<file path="config.mk">
export PLATFORM = sky130hd
export DESIGN_NAME = midi_held_note_tracker
export DESIGN_NICKNAME = d
export VERILOG_FILES = /design/src/hdl/mht_pkg.sv /design/src/hdl/mht_ram.sv /design/src/hdl/mht_extremes.sv /design/src/hdl/midi_held_note_tracker.sv
export SDC_FILE = /design/constraint.sdc
export NUM_CORES = 1
export LEC_CHECK = 0
export BUFFER_PORTS_ARGS = -buffer_cell sky130_fd_sc_hd__clkbuf_2
export CAP_MARGIN = 5
export CORE_UTILIZATION = 45
export DETAILED_ROUTE_END_ITERATION = 8
export SLEW_MARGIN = 20
export SYNTH_ARGS = -nofsm -noshare
export SYNTH_HDL_FRONTEND = slang
export SYNTH_SLANG_ARGS = --single-unit
</file>
<file path="constraint.sdc">
create_clock -name clk -period 6.9 [get_ports clk]
set_clock_uncertainty 0.05 [all_clocks]
set_input_delay 1.725 -clock clk [delete_from_list [all_inputs] [get_ports clk]]
set_output_delay 1.725 -clock clk [all_outputs]
set_load 0.1 [all_outputs]
</file>
<file path="src/hdl/mht_pkg.sv">
`default_nettype none
package mht_pkg;

  // Note table geometry
  localparam int NOTE_COUNT = 128;
  localparam int NOTE_AW    = (NOTE_COUNT > 1) ? $clog2(NOTE_COUNT) : 1;
  localparam int VEL_W      = 7;
  localparam int CNT_W      = 8;

  // Held flags are searched in spans of sixteen notes
  localparam int SPAN_W  = 16;
  localparam int SPAN_N  = (NOTE_COUNT + SPAN_W - 1) / SPAN_W;
  localparam int PAD_W   = SPAN_N * SPAN_W;

  // Opcodes
  localparam logic [1:0] OP_NOTE_ON  = 2'd0;
  localparam logic [1:0] OP_NOTE_OFF = 2'd1;
  localparam logic [1:0] OP_QUERY    = 2'd2;

  // Forwarded command kinds
  localparam logic KIND_ON  = 1'b0;
  localparam logic KIND_OFF = 1'b1;

  // Voice routing
  localparam logic [1:0] ROUTE_BOTH   = 2'd0;
  localparam logic [1:0] ROUTE_FIRST  = 2'd1;
  localparam logic [1:0] ROUTE_SECOND = 2'd2;

  // Configuration register indexes
  localparam logic CFG_CHAN_FIRST  = 1'b0;
  localparam logic CFG_CHAN_SECOND = 1'b1;

  // Marker for an empty held set
  localparam logic signed [7:0] NOTE_NONE = -8'sd1;

  typedef struct packed {
    logic signed [7:0] lowest;
    logic signed [7:0] highest;
  } ext_t;

endpackage
`default_nettype wire

</file>
<file path="src/hdl/mht_ram.sv">
`default_nettype none
module mht_ram #(
  parameter int WIDTH = 8,
  parameter int DEPTH = 128
) (
  input  wire logic                                    clk,
  input  wire logic                                    wr_en,
  input  wire logic [((DEPTH > 1) ? $clog2(DEPTH) : 1)-1:0] wr_addr,
  input  wire logic [WIDTH-1:0]                        wr_data,
  input  wire logic                                    rd_en,
  input  wire logic [((DEPTH > 1) ? $clog2(DEPTH) : 1)-1:0] rd_addr,
  output logic      [WIDTH-1:0]                        rd_data
);

  logic [WIDTH-1:0] mem [DEPTH];

  // Write port and registered read port
  always_ff @(posedge clk) begin
    if (wr_en) begin
      mem[wr_addr] <= wr_data;
    end
    if (rd_en) begin
      rd_data <= mem[rd_addr];
    end
  end

endmodule
`default_nettype wire

</file>
<file path="src/hdl/mht_extremes.sv">
`default_nettype none
module mht_extremes (
  input  wire logic                      clk,
  input  wire logic                      load,
  input  wire logic [mht_pkg::PAD_W-1:0] held,
  output mht_pkg::ext_t                  ext
);

  logic       any_r [mht_pkg::SPAN_N];
  logic [3:0] lo_r  [mht_pkg::SPAN_N];
  logic [3:0] hi_r  [mht_pkg::SPAN_N];

  function automatic logic [2:0] first8(input logic [7:0] v);
    logic [2:0] r;
    r = 3'd0;
    for (int i = 7; i >= 0; i--) begin
      if (v[i]) r = 3'(i);
    end
    return r;
  endfunction

  function automatic logic [2:0] last8(input logic [7:0] v);
    logic [2:0] r;
    r = 3'd0;
    for (int i = 0; i < 8; i++) begin
      if (v[i]) r = 3'(i);
    end
    return r;
  endfunction

  // Register occupancy and end positions of each span
  always_ff @(posedge clk) begin
    if (load) begin
      for (int p = 0; p < mht_pkg::SPAN_N; p++) begin
        logic [7:0] l, h;
        l = held[p*mht_pkg::SPAN_W +: 8];
        h = held[p*mht_pkg::SPAN_W + 8 +: 8];
        any_r[p] <= (|l) | (|h);
        lo_r[p]  <= (|l) ? {1'b0, first8(l)} : {1'b1, first8(h)};
        hi_r[p]  <= (|h) ? {1'b1, last8(h)} : {1'b0, last8(l)};
      end
    end
  end

  // Pick the first and last occupied span
  always_comb begin
    ext.lowest  = mht_pkg::NOTE_NONE;
    ext.highest = mht_pkg::NOTE_NONE;
    for (int p = mht_pkg::SPAN_N - 1; p >= 0; p--) begin
      if (any_r[p]) ext.lowest = 8'(p * mht_pkg::SPAN_W + int'(lo_r[p]));
    end
    for (int p = 0; p < mht_pkg::SPAN_N; p++) begin
      if (any_r[p]) ext.highest = 8'(p * mht_pkg::SPAN_W + int'(hi_r[p]));
    end
  end

endmodule
`default_nettype wire

</file>
<file path="src/hdl/midi_held_note_tracker.sv">
`default_nettype none
// MIDI held-note tracker.
// Input: an event or query transfers at a rising edge where start is high and
// busy is low (opcode, channel, note, velocity on the in_ ports).
// Configuration: cfg_wr_en with cfg_index (0 first voice channel, 1 second
// voice channel) and cfg_wdata writes a register at the edge; write only
// while no item is in flight.
// Result: one per item, shown for exactly one cycle with out_valid high; the
// receiver takes it at the edge that ends that cycle and cannot stall it.
// Path: the result is registered onto the out_ ports after the item passes
// the modify stage and the held-note search stage.
// Issue: busy is high for the cycle after an accept, while the velocity
// memory read of the note is modified and written back; the next item may
// enter while the held-note search finishes.
// Reset: rst_n low at a clock edge clears the held flags, the held count, the
// channel registers and all in-flight items; busy stays high while rst_n is
// low. The velocity memory needs no clearing pass: entries whose held flag is
// clear read as zero.
module midi_held_note_tracker (
  input  wire logic              clk,
  input  wire logic              rst_n,
  input  wire logic              start,
  output logic                   busy,
  input  wire logic [1:0]        in_opcode,
  input  wire logic [3:0]        in_channel,
  input  wire logic [7:0]        in_note,
  input  wire logic [6:0]        in_velocity,
  input  wire logic              cfg_wr_en,
  input  wire logic              cfg_index,
  input  wire logic [3:0]        cfg_wdata,
  output logic                   out_valid,
  output logic                   out_forward_valid,
  output logic                   out_forward_kind,
  output logic [1:0]             out_voice_route,
  output logic [6:0]             out_forward_note,
  output logic [6:0]             out_forward_velocity,
  output logic [7:0]             out_held_total,
  output logic                   out_note_is_held,
  output logic [6:0]             out_note_level,
  output logic signed [7:0]      out_lowest_note,
  output logic signed [7:0]      out_highest_note
);

  localparam int AW = mht_pkg::NOTE_AW;
  localparam int VW = mht_pkg::VEL_W;

  // Configuration
  logic [3:0] chan_first_r, chan_second_r;

  // Held state
  logic [mht_pkg::NOTE_COUNT-1:0] held_r, held_nxt;
  logic [mht_pkg::CNT_W-1:0]      held_cnt_r, held_cnt_nxt;

  // Stage valids
  logic b_vld_r, c_vld_r, out_valid_r;

  // Captured item
  logic [1:0]    a_opcode_r;
  logic [3:0]    a_chan_r;
  logic [7:0]    a_note_r;
  logic [VW-1:0] a_vel_r;

  // Results waiting for the search
  logic          c_fwd_valid_r, c_fwd_kind_r, c_is_held_r;
  logic [1:0]    c_route_r;
  logic [6:0]    c_fwd_note_r;
  logic [VW-1:0] c_fwd_vel_r, c_level_r;

  // Memory and modify logic
  logic          accept;
  logic [VW-1:0] ram_rdata, stored, new_vel;
  logic          in_rng, is_event, is_on, was_held, wr_en;
  logic [AW-1:0] addr;
  logic [1:0]    route;
  logic          level_held;
  logic [VW-1:0] level;

  mht_pkg::ext_t ext;

  assign busy   = b_vld_r || !rst_n;
  assign accept = start && !busy;

  // Configuration writes
  always_ff @(posedge clk) begin
    if (!rst_n) begin
      chan_first_r  <= 4'd0;
      chan_second_r <= 4'd0;
    end else if (cfg_wr_en) begin
      unique case (cfg_index)
        mht_pkg::CFG_CHAN_FIRST:  chan_first_r  <= cfg_wdata;
        mht_pkg::CFG_CHAN_SECOND: chan_second_r <= cfg_wdata;
        default: ;
      endcase
    end
  end

  // Capture the item on transfer
  always_ff @(posedge clk) begin
    if (accept) begin
      a_opcode_r <= in_opcode;
      a_chan_r   <= in_channel;
      a_note_r   <= in_note;
      a_vel_r    <= in_velocity;
    end
  end

  mht_ram #(
    .WIDTH (VW),
    .DEPTH (mht_pkg::NOTE_COUNT)
  ) u_vel_ram (
    .clk     (clk),
    .wr_en   (wr_en),
    .wr_addr (addr),
    .wr_data (new_vel),
    .rd_en   (accept),
    .rd_addr (in_note[AW-1:0]),
    .rd_data (ram_rdata)
  );

  // Modify the addressed entry
  always_comb begin
    addr     = a_note_r[AW-1:0];
    in_rng   = {1'b0, a_note_r} < 9'(mht_pkg::NOTE_COUNT);
    is_event = (a_opcode_r == mht_pkg::OP_NOTE_ON) || (a_opcode_r == mht_pkg::OP_NOTE_OFF);
    is_on    = (a_opcode_r == mht_pkg::OP_NOTE_ON) && (a_vel_r != '0);
    was_held = in_rng && held_r[addr];
    stored   = was_held ? ram_rdata : '0;
    new_vel  = is_on ? a_vel_r : '0;
    wr_en    = b_vld_r && in_rng && is_event;

    held_nxt     = held_r;
    held_cnt_nxt = held_cnt_r;
    if (wr_en) begin
      held_nxt[addr] = is_on;
      if (is_on && !was_held) begin
        held_cnt_nxt = held_cnt_r + 1'b1;
      end else if (!is_on && was_held && (held_cnt_r != '0)) begin
        held_cnt_nxt = held_cnt_r - 1'b1;
      end
    end

    priority if (chan_first_r == chan_second_r) begin
      route = mht_pkg::ROUTE_BOTH;
    end else if (a_chan_r == chan_first_r) begin
      route = mht_pkg::ROUTE_FIRST;
    end else begin
      route = mht_pkg::ROUTE_SECOND;
    end

    priority if (!in_rng) begin
      level_held = 1'b0;
      level      = '0;
    end else if (is_event) begin
      level_held = is_on;
      level      = new_vel;
    end else begin
      level_held = was_held;
      level      = stored;
    end
  end

  // Update held flags and count
  always_ff @(posedge clk) begin
    if (!rst_n) begin
      held_r     <= '0;
      held_cnt_r <= '0;
    end else begin
      held_r     <= held_nxt;
      held_cnt_r <= held_cnt_nxt;
    end
  end

  mht_extremes u_extremes (
    .clk  (clk),
    .load (b_vld_r),
    .held (mht_pkg::PAD_W'(held_nxt)),
    .ext  (ext)
  );

  // Hold the item's results while the search finishes
  always_ff @(posedge clk) begin
    if (b_vld_r) begin
      c_fwd_valid_r <= in_rng && is_event;
      c_fwd_kind_r  <= (in_rng && is_event && !is_on) ? mht_pkg::KIND_OFF : mht_pkg::KIND_ON;
      c_route_r     <= (in_rng && is_event) ? route : mht_pkg::ROUTE_BOTH;
      c_fwd_note_r  <= (in_rng && is_event) ? a_note_r[6:0] : 7'd0;
      c_fwd_vel_r   <= (in_rng && is_event) ? new_vel : '0;
      c_is_held_r   <= level_held;
      c_level_r     <= level;
    end
  end

  // Advance stage valids
  always_ff @(posedge clk) begin
    if (!rst_n) begin
      b_vld_r     <= 1'b0;
      c_vld_r     <= 1'b0;
      out_valid_r <= 1'b0;
    end else begin
      b_vld_r     <= accept;
      c_vld_r     <= b_vld_r;
      out_valid_r <= c_vld_r;
    end
  end

  // Load the result registers
  always_ff @(posedge clk) begin
    if (c_vld_r) begin
      out_forward_valid    <= c_fwd_valid_r;
      out_forward_kind     <= c_fwd_kind_r;
      out_voice_route      <= c_route_r;
      out_forward_note     <= c_fwd_note_r;
      out_forward_velocity <= c_fwd_vel_r;
      out_held_total       <= held_cnt_r;
      out_note_is_held     <= c_is_held_r;
      out_note_level       <= c_level_r;
      out_lowest_note      <= ext.lowest;
      out_highest_note     <= ext.highest;
    end
  end

  assign out_valid = out_valid_r;

  // Count always matches the held flags
  a_cnt_match: assert property (@(posedge clk) disable iff (!rst_n)
    held_cnt_r == mht_pkg::CNT_W'($countones(held_r)))
    else $error("held count differs from held flags");

  // Modify stage is followed by search stage
  a_b_to_c: assert property (@(posedge clk) disable iff (!rst_n)
    b_vld_r |=> c_vld_r)
    else $error("search stage missed an item");

  // Strobe only after a search stage
  a_strobe_src: assert property (@(posedge clk) disable iff (!rst_n)
    out_valid_r |-> $past(c_vld_r))
    else $error("result strobe without an item");

  // No two items occupy the modify stage back to back
  a_no_overlap: assert property (@(posedge clk) disable iff (!rst_n)
    b_vld_r |-> !$past(b_vld_r))
    else $error("two items in the modify stage back to back");

  // Empty held set reports no extremes
  a_empty: assert property (@(posedge clk) disable iff (!rst_n)
    (out_valid_r && (out_held_total == '0)) |->
      ((out_lowest_note == mht_pkg::NOTE_NONE) && (out_highest_note == mht_pkg::NOTE_NONE)))
    else $error("extremes reported with no held note");

endmodule
`default_nettype wire

</file>
[Word-level counts from Yosys, hierarchy flattened]
Memories as Yosys holds them, arrays and structs flattened. A register that Yosys moved wholly into a read port is not among the register bits.
Index checks and enable logic that the tools add are counted.
Word-level totals
  output and inout port bits: 52
  word-level logic and storage cells: 428
  RAM bits: 968
  register bits: 244
  memories kept: 4
  input bits: 30
Memories
  u_vel_ram.mem: depth 128, width 7, rd ports 1, clocked after Yosys merged registers in 1, write ports 1, RTL line mht_ram.sv:15  | logic [WIDTH-1:0] mem [DEPTH];
  u_extremes.hi_r: depth 8, width 4, rd ports 8, clocked after Yosys merged registers in 0, write ports 8, RTL line mht_extremes.sv:11  | logic [3:0] hi_r [mht_pkg::SPAN_N];
  u_extremes.lo_r: depth 8, width 4, rd ports 8, clocked after Yosys merged registers in 0, write ports 8, RTL line mht_extremes.sv:10  | logic [3:0] lo_r [mht_pkg::SPAN_N];
  u_extremes.any_r: depth 8, width 1, rd ports 8, clocked after Yosys merged registers in 0, write ports 8, RTL line mht_extremes.sv:9  | logic any_r [mht_pkg::SPAN_N];
Operators by class
  bitwise operators: 10
  muxes and demuxes: 322
  reductions and logical operators: 41
  order comparisons: 3
  equal/unequal tests: 3
  $add $sub $neg: 16
Operators by type and width (count)
  $mux 3: 224
  $mux 8: 17
  $bwmux 128: 1
  $mux 128: 1
  $reduce_or 8->1: 16
  $mux 4: 17
  $mux 2: 33
  $add 7x4->8 const A: 8
  $add 6x4->7 const A: 4
  $mux 1: 24
  $mux 7: 3
  $add 5x4->6 const A: 2
  $logic_and 1x1->1: 11
  $add 8x1->8 const B: 1
  $eq 4x4->1: 2
  $lt 7x8->1 const B: 1
  $lt 8x8->1 const B: 1
  $or 1x1->1: 8
  $reduce_bool 8->1: 1
  $sub 8x1->8 const B: 1
  $bmux 1 s7: 1
  $demux 1 s7: 1
  $ge 7x1->1 const B: 1
  $reduce_bool 7->1: 1
  8 further kinds: 15

[Longest topological paths before layout]
Gate-level depths: netlist of run 1.
  word-level depth: 16
  mapped depth: 21

[By module]
From an unflattened synthesis of run 1, not the netlist that was laid out.
Second synthesis, totals
  cells, all modules: 2872
  area total of the unflattened synthesis: 50616.0 µm²
By module, submodules not included
  mht_ram: sequential area each 27116.0 µm², cells each 1453, area an instance 34877.2 µm², instances 1
  midi_held_note_tracker: sequential area each 5855.6 µm², cells each 900, area an instance 10854.2 µm², instances 1
  mht_extremes: sequential area each 2162.1 µm², cells each 519, area an instance 4884.7 µm², instances 1

[Least setup slack after synthesis of run 1]
OpenSTA, ideal clock, no wires.
  kind: register -> output
  from: register b_vld_r
  to: output port busy
  cell stages (with the launch flop): 2
  data required time: 5.125 ns
  arrival: 3.482 ns
  slack: 1.643 ns
  cell sequence: dfxtp_1 nand2b_1
Between the ends
  word-level cells in the longest chain between the ends: 1
RTL lines
  start: declaration: RTL line midi_held_note_tracker.sv:55  | logic b_vld_r, c_vld_r, out_valid_r;
  start signal: assignment: RTL line midi_held_note_tracker.sv:200  | b_vld_r <= accept;
  $logic_or 1x1->1: RTL line midi_held_note_tracker.sv:80  | assign busy = b_vld_r || !rst_n;
  end: declaration: RTL line midi_held_note_tracker.sv:23  | output logic busy,
Every way passes these cells.

[Worst setup path after layout of run 1]
  from: register a_note_r[0]
  to: register held_cnt_r[7] (netlist bit)
Between the ends
  word-level cells in the longest chain between the ends: 7
RTL lines
  start: declaration: RTL line midi_held_note_tracker.sv:60  | logic [7:0] a_note_r;
  start signal: assignment: RTL line midi_held_note_tracker.sv:102  | a_note_r <= in_note;
  $bmux 1 s7: RTL line midi_held_note_tracker.sv:126  | was_held = in_rng && held_r[addr];
  $mux 1 (not written as such): RTL line midi_held_note_tracker.sv:126
  $logic_and 1x1->1: RTL line midi_held_note_tracker.sv:126
  $logic_not 1->1 or $logic_and 1x1->1 (tied branches): RTL line midi_held_note_tracker.sv:135, midi_held_note_tracker.sv:137
  $logic_and 1x1->1 (on tied branches): RTL line midi_held_note_tracker.sv:135, midi_held_note_tracker.sv:137
  $reduce_bool 2->1 (no source line)
  $reduce_and 2->1 (no source line)
  end signal: assignment: RTL line midi_held_note_tracker.sv:169  | held_cnt_r <= held_cnt_nxt;
  end: declaration: RTL line midi_held_note_tracker.sv:52  | logic [mht_pkg::CNT_W-1:0] held_cnt_r, held_cnt_nxt;
Several ways; a longest one is shown, not always the timed one. The select of a mux whose other input is x is not followed.
A chain may end at the register's enable or synchronous reset.

==> results of run 1 <==
[registers in the layout, summed over array words and instances, names as in the netlist, 4 cells and up]
register	cells
u_vel_ram.mem	896
held_r	128
u_extremes.hi_r	32
u_extremes.lo_r	32
a_note_r	8
held_cnt_r	8
out_held_total	8
out_highest_note	8
out_lowest_note	8
u_extremes.any_r	8
a_vel_r	7
c_fwd_note_r	7
c_fwd_vel_r	7
c_level_r	7
out_forward_note	7
out_forward_velocity	7
out_note_level	7
u_vel_ram.rd_data	7
a_chan_r	4
chan_first_r	4
chan_second_r	4
[cell type report]
class	instances	area, um2	share of cell area
diodes	2	5.00	0.0000861
clock buffers	150	3220	0.0554
clock inverters	76	727	0.0125
inverters	19	73.8	0.00127
multi-input cells	1674	15700	0.271
flip-flops and latches	1219	35100	0.605
well taps	1500	1880	0.0323
repair buffers	191	1350	0.0232
[power breakdown]
group	switching [mW]	total [mW]	leakage, nW	internal [mW]
logic	0.419	0.671	6.20	0.252
registers	0.0367	8.05	11.8	8.01
clock network	2.81	6.53	1.92	3.72
total	3.26	15.2	19.9	12.0
[synth_stat cells (8+ instances only)]
cell / number / share of area
sky130_fd_sc_hd__edfxtp_1: 1072 / 0.62
sky130_fd_sc_hd__mux4_2: 305 / 0.13
sky130_fd_sc_hd__nor2_1: 245 / 0.018
sky130_fd_sc_hd__nand2_1: 148 / 0.011
sky130_fd_sc_hd__dfxtp_1: 147 / 0.057
sky130_fd_sc_hd__o21ai_0: 145 / 0.014
sky130_fd_sc_hd__mux2i_1: 131 / 0.025
sky130_fd_sc_hd__nor2b_1: 129 / 0.016
sky130_fd_sc_hd__clkbuf_1: 127 / 0.0092
sky130_fd_sc_hd__a21boi_0: 55 / 0.0080
sky130_fd_sc_hd__mux2_2: 55 / 0.012
sky130_fd_sc_hd__and2_1: 51 / 0.0062
sky130_fd_sc_hd__a21oi_1: 47 / 0.0046
sky130_fd_sc_hd__buf_2: 34 / 0.0033
sky130_fd_sc_hd__nand3_1: 34 / 0.0033
sky130_fd_sc_hd__o32ai_1: 30 / 0.0051
sky130_fd_sc_hd__and3_1: 26 / 0.0032
sky130_fd_sc_hd__a211oi_1: 25 / 0.0036
sky130_fd_sc_hd__a21o_1: 23 / 0.0033
sky130_fd_sc_hd__a2bb2oi_1: 23 / 0.0039
sky130_fd_sc_hd__o2bb2ai_1: 23 / 0.0039
sky130_fd_sc_hd__inv_1: 18 / 0.0013
sky130_fd_sc_hd__nand2b_1: 17 / 0.0021
sky130_fd_sc_hd__buf_1: 16 / 0.0012
sky130_fd_sc_hd__nor3_1: 14 / 0.0014
sky130_fd_sc_hd__a211o_1: 11 / 0.0019
sky130_fd_sc_hd__o22ai_1: 11 / 0.0013
sky130_fd_sc_hd__a32o_1: 9 / 0.0017
sky130_fd_sc_hd__o311ai_0: 9 / 0.0015
sky130_fd_sc_hd__a221oi_1: 8 / 0.0014
sky130_fd_sc_hd__xnor2_1: 8 / 0.0014
[final timing paths]
| check | cells after the start | slack (ns) | to | from |
|---|---|---|---|---|
| worst min-delay path | 0 | 0.37 | out_forward_velocity[3] | c_fwd_vel_r[3] |
| worst max register to register | 16 | 1.46 | held_cnt_r[7] | a_note_r[0] |
| worst max-delay path | 16 | 1.46 | held_cnt_r[7] | a_note_r[0] |
| worst min register to register | 0 | 0.37 | out_forward_velocity[3] | c_fwd_vel_r[3] |
[logic make-up (layout without fill, tap and decap cells)]
| kind of cell | after synthesis | count (layout) | share of synthesized area |
|---|---|---|---|
| AND/OR/NAND/NOR | 687 | 687 | 0.0636 |
| AO/OA/AOI/OAI | 473 | 473 | 0.0636 |
| XOR/XNOR | 13 | 13 | 0.00221 |
| buffers and inverters | 200 | 436 | 0.0160 |
| flip-flops | 1219 | 1219 | 0.681 |
| multiplexers | 494 | 494 | 0.172 |
| other | 0 | 2 | 0 |
| adder cells (fa/ha/maj) | 7 | 7 | 0.00184 |
[through the flow]
| step | area, um2 | hold WS, ns | worst slack, ns |
|---|---|---|---|
| global placement | 54100 | 0.356 | 1.57 |
| global route | 58100 | 0.372 | 1.07 |
| CTS | 58100 | 0.369 | 1.43 |
| detailed placement | 54100 | 0.355 | 1.48 |
| floorplan | 51600 | 0.350 | 1.64 |
| finish | 58100 | 0.368 | 1.46 |
[per-layer routing]
metal / vias to the layer above / share of wire
li1: 12600 / -
met1: 15600 / 0.43
met2: 1393 / 0.45
met3: 288 / 0.090
met4: 12 / 0.028
met5: - / 0.00049
[critical path, cell delays in order, from the launching register on]
cell	delay, ns
sky130_fd_sc_hd__edfxtp_1	0.84
sky130_fd_sc_hd__nor2b_1	0.39
sky130_fd_sc_hd__a22o_1	0.33
sky130_fd_sc_hd__a221oi_1	0.30
sky130_fd_sc_hd__o211ai_1	0.13
sky130_fd_sc_hd__a311o_1	0.42
sky130_fd_sc_hd__a311oi_4	0.59
sky130_fd_sc_hd__o21ai_0	0.47
sky130_fd_sc_hd__ha_1	0.47
sky130_fd_sc_hd__a21o_1	0.18
sky130_fd_sc_hd__a21oi_1	0.23
sky130_fd_sc_hd__o21bai_1	0.09
sky130_fd_sc_hd__a21oi_1	0.22
sky130_fd_sc_hd__o21ai_0	0.16
sky130_fd_sc_hd__nor2b_1	0.16
sky130_fd_sc_hd__mux2i_1	0.16
sky130_fd_sc_hd__mux2i_1	0.18
==> impl_summary.md, run 1 <==
Outcome
The flow ran to the end, and the final reports show no timing, DRC or antenna violations.

Place
The routability congestion estimate is 0.947. The number of instances in the placed design is 4603. The number of buffers inserted by port buffering is 81. The HPWL after detailed placement is approximately 97000 um.

Synthesis
The cell count after synthesis came out at between 3000 and 4000. The post-synthesis average cell area is roughly 17 um2. The number of synthesized flops with an enable pin is 1072.

The cell area after synthesis is approximately 52000 um2. The commonest register cell after synthesis is sky130_fd_sc_hd__edfxtp_1. In the synthesized netlist the async set-or-reset flop fraction comes to 0. For this run, the register share of the synthesized area comes to 0.681.

The synthesized netlist net count is 3130. In this run, synthesis produced a sequential element count of 1219. In this run, distinct cell masters in the synthesized netlist total 74.

Yosys printed 0 warnings.

STA
The final total negative setup slack is 0 ns. The count of final setup violators is 0. The final-report hold violation count came to 0. Static timing analysis puts the maximum clock frequency at between 0.15 and 0.2 GHz. Dividing the final minimum period by the clock period gives 0.789.

The tightest slew margin relative to the limit is 0.221. The worst path needs approximately 5.4 ns of the cycle, external delays included. The number of max-slew violations in the final report is 0.

Setup repair after global routing left no endpoint under its margin. At the pin with the least slew margin, the transition time is 1.17 ns.

Global route
The leftover overflow at the end of global routing is 0. The maximum number of pins on one net before global-route repair is about 100. In the global route stage, met3 resource usage came out at 0.0538. The met2 track demand over resource is 0.375. For this run, global-route usage on met1 was measured as 0.365.

The total global-route track usage is 0.249. The number of global-route vias before repair was around 30000. The global-route wire length before repair is about 210000 um. met2 is the most crowded layer.

The number of antenna violations at the first check in global routing is 8.

Setup path
The highest net fanout along the worst path is 15. The worst setup path is captured at a flop. The critical path data required time is about 7.5 ns. STA classifies the critical path startpoint as a flop.

The critical path in this run is classified as flop to flop. The data arrival time of the worst path is just over 6 ns.

Floorplan
The floorplan step defined a die boundary enclosing 116000 um2. The floorplan has approximately 120 rows. The starting density of the core is 0.456.

The die is around 340 um wide. The region available for standard cell placement spans about 110000 um2. just over 80 I/O pins were placed. The die span in y is 341 um.

Clock tree
The total CTS buffers is ~120. The number of clock sinks is ~1200. Clock latency on the worst-skew pair, taken at its later pin, is between 0.7 and 0.8 ns.

The number of H-tree branching levels is 3. The longest clock path from root to sink contains 3 buffers. Buffers inserted to repair hold after CTS numbered 0. The count of buffers added by post-CTS timing repair for setup is 0.

The CTS tree is built. The root buffer cell is sky130_fd_sc_hd__clkbuf_16. The post-CTS clock slew at the launch and capture registers of the worst setup and hold paths is roughly 0.07 ns.

The post-cts resize count is 0.

Routing
The final route contains between 20000 and 30000 vias. The count of unresolved DRC violations after routing is 0. The number of DRC markers after the initial detailed-route iteration is roughly 3400. After detailed routing, the average wire length per cell comes to 30.0 um. The first detailed-routing pass took 6 iterations.

The count of nets left with antenna violations once routing finished came out at 0. After detailed routing, the number of vias per cell comes to around 6.2. The routed design has about 140000 um of wire.

Cells and area
The final cell count without fillers is ~4800. The layout filler cell count is around 9000. Relative to the synthesized area, the layout overhead comes to 12.6%. The commonest non-fill, non-tap cell in the layout is sky130_fd_sc_hd__edfxtp_1. The share of the core filled with cells in the final layout is 0.514. In the layout the commonest cells are sky130_fd_sc_hd__edfxtp_1, sky130_fd_sc_hd__mux4_2, sky130_fd_sc_hd__nor2_1, sky130_fd_sc_hd__o21ai_0, sky130_fd_sc_hd__dfxtp_1.

The fraction of layout cells with a size suffix above 1 is 0.235. The number of nets in the finished design is 3263.

Worst hold path
The kind of path behind the tightest hold check is flop to flop.

Run
The number of violations of the max-capacitance limit is 0.

Pwr
The peak supply drop is 0.184 mV. The leakage power total is 19.9 nW. The total design power is 15.2 mW. The power per unit of standard cell area is around 260 nW/um2.
Power figures use the tool's default switching activity.
==> run 2, diff against run 1 <==
==> constraint.sdc (replaced) <==
create_clock -name clk -period 5.4 [get_ports clk]
set_clock_uncertainty 0.05 [all_clocks]
set_input_delay 1.35 -clock clk [delete_from_list [all_inputs] [get_ports clk]]
set_output_delay 1.35 -clock clk [all_outputs]
set_load 0.1 [all_outputs]
==> run 2 against run 1 <==
Sequential share of layout area shrank 0.83 points. Worst setup slack worse by 0.79 ns. Cell count grew 2.0%. Routed wire length is 1.4% higher. Utilization grew 0.71 points. Flip-flop and latch count did not move.
==> impl_summary.md, run 2 (synthesized netlist as in run 1, its figures left out) <==
STA
The shortest period the worst path allows was 4.74 ns (-0.707 ns). The count of final setup violators came to 0 (unchanged). The tightest slew margin relative to the limit is 0.201 (-0.0204).

The final total negative setup slack is 0 ns (unchanged). The post-route clock period utilization was 0.877 (+0.0883). Setup repair after global routing left no endpoint under its margin.

The number of max-slew violations in the final report is 0 (unchanged). The transition at the pin with the smallest max-transition slack is 1.19 ns (+0.0290 ns). The final-report hold violation count came to 0 (unchanged). The maximum operating frequency was 0.211 GHz (+15%).

Clock tree
The post-cts resize count is 0 (unchanged). The count of buffers added by post-CTS timing repair for setup is 0 (unchanged). TritonCTS built the clock tree. The clock tree buffer depth is 3 (unchanged). The number of H-tree branching levels is 4 (+1). The clock insertion delay at the later pin of the skew report is 0.76 ns (+0.03 ns).

The total CTS buffers is 130 (+7.4%). The tree is rooted in a sky130_fd_sc_hd__clkbuf_16. The number of clock sinks is 1219 (unchanged).

The hold buffer count at CTS was 0 (unchanged). The post-CTS clock slew at the launch and capture registers of the worst setup and hold paths is 0.06 ns (about the same).

Setup path
The register-to-register setup slack is 0.66 ns (-0.79 ns). The source of the worst register-to-register timing path is a_note_r[0]. The worst setup path is launched from a flop. The buffering stage count on the worst path with inverters included is 2 (+2). The critical path data required time is 6.03 ns (-1.48 ns). The setup path with the least slack is of type flop to flop.

The cell family contributing the most delay on the critical path is compound AO/OA/AOI/OAI gates. The data arrival time of the worst path was 5.37 ns (-0.68 ns). The signal on the critical path passes through buf_12 -> nor2b_1 -> a22o_1 -> a221oi_1 -> o211ai_1 -> a311o_1 -> a311oi_4 -> o21ai_0 -> buf_4 -> ha_1 -> a21o_1 -> a21oi_1 -> o21bai_1 -> a21oi_1 -> o21ai_0 -> nor2b_1 -> mux2i_1 -> mux2i_1.

The largest stage delay on the critical path is 0.42 ns (-0.42 ns). In this run the worst setup path begins at a_note_r[0]. The sort of element at the end of the critical path is a flop. The highest net fanout along the worst path is 42 (+27). The worst reg-to-reg path cell count came to 18 (+2). The reg-to-reg endpoint is held_cnt_r[7]. The slowest cell on the critical path is sky130_fd_sc_hd__a311o_1.

Cells and area
The top register by number of flip-flops is u_vel_ram.mem. The number of flip-flops under the largest register name is 896 (unchanged). The fraction of layout cells with a size suffix above 1 is 0.247 (+0.0128).

The commonest non-fill, non-tap cell in the layout is sky130_fd_sc_hd__edfxtp_1. The number of nets in the finished design is 3363 (+3.1%). In the final layout, the registers with the most flip-flops are u_vel_ram.mem x896, held_r x128.

In the layout the commonest cells are sky130_fd_sc_hd__edfxtp_1, sky130_fd_sc_hd__mux4_2, sky130_fd_sc_hd__nor2_1, sky130_fd_sc_hd__buf_4. The final cell count without fillers is 4929 (+2.0%). The area growth from synthesis to layout is 14.2%.

Worst hold path
The startpoint of the worst hold path is c_fwd_valid_r. The path with the worst hold slack has its endpoint at out_forward_valid. The path class of the tightest hold or removal check is flop to flop.

The worst hold path stage count came to 0 (unchanged).

Run
The number of violations of the max-capacitance limit is 0 (unchanged).

Pwr
The peak supply drop was 0.286 mV (+56%). The leakage power total is 20.4 nW (+2.8%). The total design power is 19.7 mW (+29%). The power per unit of standard cell area came to 334 nW/um2 (+27%).

Routing
The number of DRC markers after the initial detailed-route iteration is 3660 (+7.8%). The post-detailed-routing wire length was 147000 um (+1.4%). The antenna violation net count after detailed routing was 0 (unchanged). The routed via count came to 30400 (+1.7%). The first-pass iteration count of the detailed router came to 6 (unchanged).

The number of vias per cell after detailed routing is 6.17 (-0.36%). The routed wire length per instance is 29.8 um (-0.62%). The count of unresolved DRC violations after routing is 0 (unchanged).

Outcome
The run finished with clean final reports.

Global route
The global-route wire length before repair is 214000 um (+2.0%). The number of global-route vias before repair is 30300 (+1.5%). The total global-route track usage is 0.254 (+0.00500). The maximum number of pins on one net before global-route repair is 120 (+17%).

The number of antenna violations at the first check in global routing was 5 (-3). The leftover overflow at the end of global routing is 0 (unchanged).

Floorplan
The starting density of the core is 0.456 (unchanged). The row count is 123 (unchanged). The placeable core region is 113000 um2 (unchanged). The die width is 341 um (unchanged).

The number of placed I/O pins is 82 (unchanged). The area enclosed by the die boundary was 116000 um2 (unchanged). The die span in y is 341 um (unchanged).

Place
The routability congestion estimate was 0.979 (+3.3%). The HPWL after detailed placement was 99800 um (+3.3%). The number of buffers inserted by port buffering is 81 (unchanged).

The number of instances in the placed design was 4694 (+2.0%).
[run 2: changes by cell type in the layout (fill, tap and decap cells not counted), sizes merged]
cell      change
diode         -1
clkinv        -9
bufinv        -5
buf          +91
clkbuf       +20
clkinvlp      -4
inv           +6
[run 2: worst max path at each step]
stage	cells after the start	slack, ns	to
final	18	0.66	held_cnt_r[7]
after global routing	18	0.37	held_cnt_r[7]
after detailed placement	18	0.76	held_cnt_r[7]
after floorplan	9	0.19	u_extremes.hi_r[1][0]
after CTS	18	0.73	held_cnt_r[7]
after global placement	18	0.83	held_cnt_r[7]
[run 2: report_power, final]
group | total (mW) | switching (mW) | internal (mW) | leakage (nW)
logic | 0.888 | 0.553 | 0.336 | 6.71
clock network | 8.52 | 3.64 | 4.87 | 1.97
registers | 10.3 | 0.0431 | 10.2 | 11.8
[run 2: final cells by class]
class	count	area (um2)
clock inverters	64	543
inverters	19	76.3
flip-flops and latches	1219	35100
repair buffers	282	2100
clock buffers	170	3490
diodes	1	2.50
fillers	9089	54200
multi-input cells	1674	15700
well taps	1500	1880
[run 2: metal layers]
| layer | vias to the layer above | global-route usage | wire length, um |
|---|---|---|---|
| met1 | 15900 | 0.377 | 64600 |
| met4 | 2 | 0.0712 | 3530 |
| met3 | 231 | 0.0488 | 12300 |
| met5 | - | 0 | 13 |
| met2 | 1410 | 0.384 | 66400 |
| li1 | 12800 | - | - |
[run 2: per-stage QoR]
stage	worst slack [ns]	utilization	cell area, um2	hold WS [ns]
2_1_floorplan	0.189	-	51600	0.350
3_3_place_gp	0.830	0.485	54900	0.357
3_5_place_dp	0.760	0.485	54900	0.355
4_1_cts	0.730	0.521	58900	0.365
5_1_grt	0.375	0.521	58900	0.382
6_report	0.662	0.521	58900	0.367
